File: src/design/lpht_pkg.sv
// ----------------------------------------------------------------------------
// lpht_pkg
// Shared widths, codes and types of the linear-probe hash table.
// ----------------------------------------------------------------------------
package lpht_pkg;

  // slot addressing: the table holds 1 << SLOT_W slots
  localparam int SLOT_W    = 10;
  localparam int SLOTS     = 1 << SLOT_W;
  localparam int LOG2_W    = 4;
  localparam int KEY_W     = 32;
  localparam int INDEX_W   = 32;
  localparam int PAYLOAD_W = 64;

  // size register reset value
  localparam logic [LOG2_W-1:0] SIZE_LOG2_RST = LOG2_W'(SLOT_W);

  // key reserved as the empty marker
  localparam logic [KEY_W-1:0] KEY_EMPTY = '1;

  // fmix32 multipliers
  localparam logic [31:0] MIX_C1 = 32'h85eb_ca6b;
  localparam logic [31:0] MIX_C2 = 32'hc2b2_ae35;

  // request codes
  typedef enum logic [1:0] {
    REQ_INSERT = 2'd0,
    REQ_LOOKUP = 2'd1,
    REQ_CLEAR  = 2'd2
  } req_type_e;

  // result status codes
  typedef enum logic [1:0] {
    ST_OK        = 2'd0,
    ST_NOT_FOUND = 2'd1,
    ST_FULL      = 2'd2,
    ST_RESERVED  = 2'd3
  } status_e;

  // one slot word in the store
  typedef struct packed {
    logic                 valid;
    logic [KEY_W-1:0]     key;
    logic [INDEX_W-1:0]   index;
    logic [PAYLOAD_W-1:0] payload;
  } slot_entry_t;

  // store access command: write when we is set, otherwise read
  typedef struct packed {
    logic              we;
    logic [SLOT_W-1:0] addr;
    slot_entry_t       wdata;
  } store_cmd_t;

endpackage

File: src/design/lpht_mix.sv
// ----------------------------------------------------------------------------
// lpht_mix
// Two-stage murmur3 fmix32 pipeline, one multiply per stage.
// ----------------------------------------------------------------------------
module lpht_mix (
  input  logic                      clk_i,
  input  logic                      rst_ni,
  input  logic                      start_i,
  input  logic [lpht_pkg::KEY_W-1:0] key_i,
  output logic                      valid_o,
  output logic [31:0]               hash_o
);
  import lpht_pkg::*;

  logic        va_q, vb_q;
  logic [31:0] a_q, b_q;
  logic [31:0] k1, k2;

  // first xor-shift and multiply
  assign k1 = key_i ^ (key_i >> 16);
  // second xor-shift feeding the second multiply
  assign k2 = a_q ^ (a_q >> 13);

  // stage valids
  always_ff @(posedge clk_i or negedge rst_ni) begin
    if (!rst_ni) begin
      va_q <= 1'b0;
      vb_q <= 1'b0;
    end else begin
      va_q <= start_i;
      vb_q <= va_q;
    end
  end

  // stage data
  always_ff @(posedge clk_i) begin
    a_q <= 32'(k1 * MIX_C1);
    b_q <= 32'(k2 * MIX_C2);
  end

  // final xor-shift
  assign hash_o  = b_q ^ (b_q >> 16);
  assign valid_o = vb_q;

  // a hash comes out once its start has passed the va_q and vb_q stage registers
  a_mix_latency: assert property (@(posedge clk_i) disable iff (!rst_ni)
    valid_o |-> $past(start_i, 2))
    else $error("hash valid without a start two cycles earlier");

  a_mix_start: assert property (@(posedge clk_i) disable iff (!rst_ni)
    start_i |=> ##1 valid_o)
    else $error("started hash did not come out");

  a_mix_stage: assert property (@(posedge clk_i) disable iff (!rst_ni)
    va_q |=> vb_q)
    else $error("pipeline stage lost its valid");

endmodule

File: config.mk
export PLATFORM = sky130hd
export DESIGN_NAME = lpht_mix
export DESIGN_NICKNAME = d
export VERILOG_FILES = /design/src/design/lpht_pkg.sv /design/src/design/lpht_mix.sv
export SDC_FILE = /design/constraint.sdc
export NUM_CORES = 1
export LEC_CHECK = 0
export BUFFER_PORTS_ARGS = -buffer_cell sky130_fd_sc_hd__buf_2
export CAP_MARGIN = 20
export CORE_ASPECT_RATIO = 1.25
export CORE_MARGIN = 10
export CORE_UTILIZATION = 33
export DETAILED_ROUTE_END_ITERATION = 7
export PLACE_DENSITY = 0.5
export RECOVER_POWER = 100
export SLEW_MARGIN = 15
export SYNTH_ARGS = -nofsm -noshare
export SYNTH_HDL_FRONTEND = slang
export SYNTH_SLANG_ARGS = --single-unit
File: constraint.sdc
create_clock -name clk_i -period 7.6 [get_ports clk_i]
set_clock_uncertainty 0.1 [all_clocks]
set_input_delay 1.14 -clock clk_i [delete_from_list [all_inputs] [get_ports clk_i]]
set_output_delay 1.14 -clock clk_i [all_outputs]
set_load 0.01 [all_outputs]
* After elaboration in Yosys (flattened, before gate mapping)
Index checks and enable logic that the tools add are counted.
** Operators by class
- Multipliers :: 2
- Bitwise operators :: 3
** Operators with widths (number)
- 32-bit by 16-bit bitwise XOR with 32-bit output :: 2
- 32-bit by 31-bit multiplier with 32-bit output, second input constant :: 1
- 32-bit by 32-bit multiplier with 32-bit output, second input constant :: 1
- 32-bit by 19-bit bitwise XOR with 32-bit output :: 1
** Storage, ports and cells
- Register bits :: 66
- Input bits :: 35
- Output and inout port bits :: 33
- Logic and storage cells :: 9

* Logic depth before layout (Yosys ltp)
- Depth in word-level cells :: 2
- Depth in mapped cells :: 27
- Mapped depth without buffers :: 27

* Worst setup path after synthesis
No wires, ideal clock.
- Path kind :: input -> register
- Start point :: in key_i[12] in the netlist's numbering
- End point :: reg a_q[30]
- Setup time :: 0.122 ns
- Arrival time :: 7.098 ns
- Data required time :: 7.378 ns
- Slack :: 0.280 ns
- Stages on the path :: 22
- Buffers on the path :: 0
- Cells stage by stage :: xor2_1 > ha_1 > ha_1 > fa_1 > inv_1 > fa_1 > inv_1 > fa_1 > inv_1 > fa_1 > inv_1 > fa_1 > fa_1 > ha_1 > a21o_1 > a211o_1 > o32ai_1 > a21oi_2 > a41oi_2 > o31ai_1 > o21a_1 > a311o_1
** On the way
- Longest elaborated chain between the ends :: 2
** Ends and longest elaborated chain
- start, declared :: line lpht_mix.sv:9 : input logic [lpht_pkg::KEY_W-1:0] key_i,
- 32-bit by 16-bit bitwise XOR with 32-bit output :: line lpht_mix.sv:20 : assign k1 = key_i ^ (key_i >> 16);
- 32-bit by 32-bit multiplier with 32-bit output :: line lpht_mix.sv:37 : a_q <= 32'(k1 * MIX_C1);
- end signal, assigned :: line lpht_mix.sv:37
- end, declared :: line lpht_mix.sv:16 : logic [31:0] a_q, b_q;
No other way between the ends.

* Worst setup path after layout
- Start point :: in key_i[8] in the netlist's numbering
- End point :: reg a_q[30]
Same word-level chain as after synthesis.

==> run_results.csv <==
group,metric,value,unit
critical_path,cpPeakStageDelay,0.52,ns
critical_path,cp_cell_sequence,"buf_2 -> xnor2_1 -> inv_1 -> ha_1 -> ha_1 -> fa_1 -> inv_1 -> fa_1 -> inv_1 -> ha_1 -> ha_1 -> fa_1 -> fa_1 -> ha_1 -> a21o_1 -> a221o_1 -> nor3_1 -> a21oi_2 -> a41oi_2 -> o31ai_1 -> o21a_1 -> a311o_1",
sta,finalSetupViolCount,0,
detailed_routing,drcViolationCount,0,
sta,rsz0062_at_grt,"no",
sta,whs,0.260,ns
sta,timing.final.crit_share,0.967,
logic_synthesis,ys_warn_count,0,
min_path,holdCritStartpoint,"va_q",
clock_tree,clock_sinks,66,
critical_path,cp-startpoint,"key_i[8]",
logic_synthesis,synth-seq-cells,66,
placement,place_congestion,0.910,
clock_tree,cts_tree,"done",
clock_tree,cts_resized,0,
logic_synthesis,syn_avg_cell_area,10.4,um^2
placement,dpl.hpwl,49.4,mm
critical_path,reg2reg_slack,0.39,ns
global_route,grt_max_degree,15,
logic_synthesis,synthArstFlopShare,0.0303,
global_route,grt_use_total,0.156,
clock_tree,numCtsBuffers,9,
critical_path,worst_setup_path_end_kind,"flip-flop",
min_path,hold_path_end,"valid_o",
critical_path,cp_slowest_cell,"fa_1",
sta,slew_headroom,0.436,
min_path,min_path_type,"reg2reg",
logic_synthesis,synth_flop_cell,"dfxtp_1",
floorplanning,ios,68,
detailed_routing,vias,12099,
floorplanning,core,57300,um^2
clock_tree,clk_latency,0.37,ns
sta,tightest_slew,0.845,ns
logic_synthesis,synth_edf_count,0,
sta,layout_min_cycle_time,7.35,ns
critical_path,cp.arrival,7.50,ns
critical_path,cpMostUsedCell,"ha_1",
clock_tree,cts_max_path_buffers,2,
logic_synthesis,netlist_area,19100,um^2
logic_synthesis,yosys.cell_types.count,59,
job,cap_violations,0,
finish,fill_cells,5816,
sta,hold_violations,0,
critical_path,cp.required,7.75,ns
finish,area_delta_synth_final,10.3,%
finish,num_antenna_cells,0,
critical_path,path_class,"in2reg",
global_route,grt_pass1_wl,80.2,mm
detailed_routing,wirelength,52.2,mm
sta,clock.fmax,0.136,GHz
detailed_routing,dr.pass1.iters,5,
critical_path,path_max_fanout,7,
placement,portBuffers,67,
finish,fin_nets,2768,
critical_path,worst_r2r_path_depth,22,
detailed_routing,ant_nets,0,
clock_tree,clkTransAtPathRegs,0.07,ns
logic_synthesis,synthCells,1836,
detailed_routing,vias_per_cell,4.44,
floorplanning,rows,98,
sta,slew_violations,0,
global_route,antenna_found_initial,0,
detailed_routing,wire_per_inst,19.1,um
logic_synthesis,ys_seq_area_frac,0.0696,
clock_tree,htreeDepth,3,
floorplanning,start_util,0.334,
global_route,grt_pass1_vias,14250,
logic_synthesis,syn_nets,2631,
critical_path,cp-start-kind,"input port",
status,status,"finished clean",
finish,drive_gt1_frac,0.0642,
critical_path,rr_endpoint,"b_q[30]",
global_route,grt_remaining_overflow,0,
detailed_routing,drt_iter0_markers,378,
floorplanning,die_x,235,um
clock_tree,cts_root_buf,"clkbuf_16",
floorplanning,die_y,289,um
critical_path,worstReg2RegStart,"a_q[8]",
clock_tree,postCtsHoldBufs,0,
clock_tree,post_cts_buffers,0,
min_path,hold_depth,0,
floorplanning,die-area,68100,um^2
-- registers in the layout, indices dropped and copies added, names as in the netlist --
| signal | count |
|---|---|
| a_q | 32 |
| b_q | 32 |
| va_q | 1 |
| valid_o | 1 |
-- synthesized netlist by cell type, types with 2 or more instances --
cell type / instances / area [um^2]
inv_1: 577 / 2170
fa_1: 388 / 7770
ha_1: 372 / 4650
xnor2_1: 111 / 972
xor2_1: 66 / 578
dfxtp_1: 64 / 1280
a21oi_1: 40 / 200
nor2_1: 28 / 105
a21o_1: 24 / 180
nand2_1: 23 / 86.3
buf_4: 16 / 120
o21ai_0: 16 / 80.1
nand2b_1: 9 / 56.3
o21ai_1: 9 / 45.0
nand3_1: 6 / 30.0
nor3_1: 6 / 30.0
a211oi_1: 5 / 37.5
and2_1: 5 / 31.3
and3_1: 5 / 31.3
nor2b_1: 5 / 31.3
o21bai_1: 5 / 37.5
o21a_1: 4 / 30.0
a31oi_1: 3 / 18.8
nand4_1: 3 / 18.8
a21oi_2: 2 / 17.5
a221oi_1: 2 / 17.5
a311o_1: 2 / 20.0
a311oi_2: 2 / 30.0
a31o_2: 2 / 17.5
and4_1: 2 / 17.5
dfrtp_1: 2 / 50.1
nor4_1: 2 / 12.5
o211ai_1: 2 / 15.0
o21ai_2: 2 / 17.5
or3_1: 2 / 12.5
-- worst max-delay path: cells and delay by family --
family	cells	cell delay [ns]
xor gates and xnor gates	1	0.42
buffers and inverters	4	0.49
and+or+nand+nor	1	0.29
adders and majority gates	9	3.53
AOI/OAI and AO/OA	7	1.65
-- layer usage --
layer | vias to the layer above | GRT usage | part of all wire | wire [um]
li1 | 5830 | - | - | -
met1 | 5995 | 0.158 | 0.37 | 19100
met2 | 183 | 0.308 | 0.55 | 28800
met3 | 91 | 0.0146 | 0.020 | 1060
met4 | 0 | 0.0910 | 0.061 | 3190
met5 | - | 0 | 0 | 0
-- layout make-up --
class | instances | area, um^2 | area share
repair buffers | 142 | 865 | 0.0410
clock inverters | 7 | 82.6 | 0.00391
flip-flops and latches | 66 | 1330 | 0.0631
inverters | 577 | 2170 | 0.103
well taps | 750 | 938 | 0.0445
clock buffers | 9 | 225 | 0.0107
multi-input cells | 1177 | 15500 | 0.734
-- how the worst max path moves through the flow --
stage	end	slack (ns)	depth (start not counted)
final	a_q[30]	0.25	22
after floorplan	a_q[30]	0.28	22
after global routing	b_q[31]	0.03	22
after detailed placement	a_q[30]	-0.08	22
after global placement	a_q[31]	0.02	23
after CTS	a_q[30]	0.29	22
-- cells in the final DEF (no fill, tap or decap), types with 3 or more instances in the layout --
master     count
nor2b_1        5
a21o_1        24
xnor2_1      111
nand3_1        6
nor2_1        28
buf_2         32
o21ai_0       20
inv_6          3
and2_1         4
o21bai_1       5
dfxtp_1       64
fa_1         388
clkbuf_16      9
nand4_1        3
nor3_1         6
nand2b_1       9
a211oi_1       5
a21oi_1       41
xor2_1        66
buf_12         4
and3_1         5
nand2_1       23
buf_4         60
inv_1        577
o21ai_1        5
ha_1         372
o21a_1         4
a31oi_1        3
clkbuf_1      45
-- logic make-up (layout without fill, tap and decap cells) --
logic type	Yosys count	after routing	synth area share
AOI/OAI and AO/OA	138	138	0.0520
xor gates and xnor gates	179	179	0.0831
adders and majority gates	760	760	0.649
buffers and inverters	593	735	0.119
DFF	66	66	0.0696
and+or+nand+nor	100	100	0.0266
-- stage by stage --
step / util / TNS (ns) / worst slack [ns] / instance area (um^2) / instances
after floorplan: - / 0 / 0.280 / 19100 / 1836
after global placement: 0.365 / 0 / 0.0215 / 20900 / 2712
after detailed placement: 0.365 / -0.123 / -0.0843 / 20900 / 2712
after CTS: 0.370 / 0 / 0.287 / 21200 / 2728
after global routing: 0.369 / 0 / 0.0283 / 21100 / 2728
final: 0.369 / 0 / 0.253 / 21100 / 2728
Power is not shown: default switching activity piles up to over one toggle a cycle in this logic, so the estimate is an artifact.
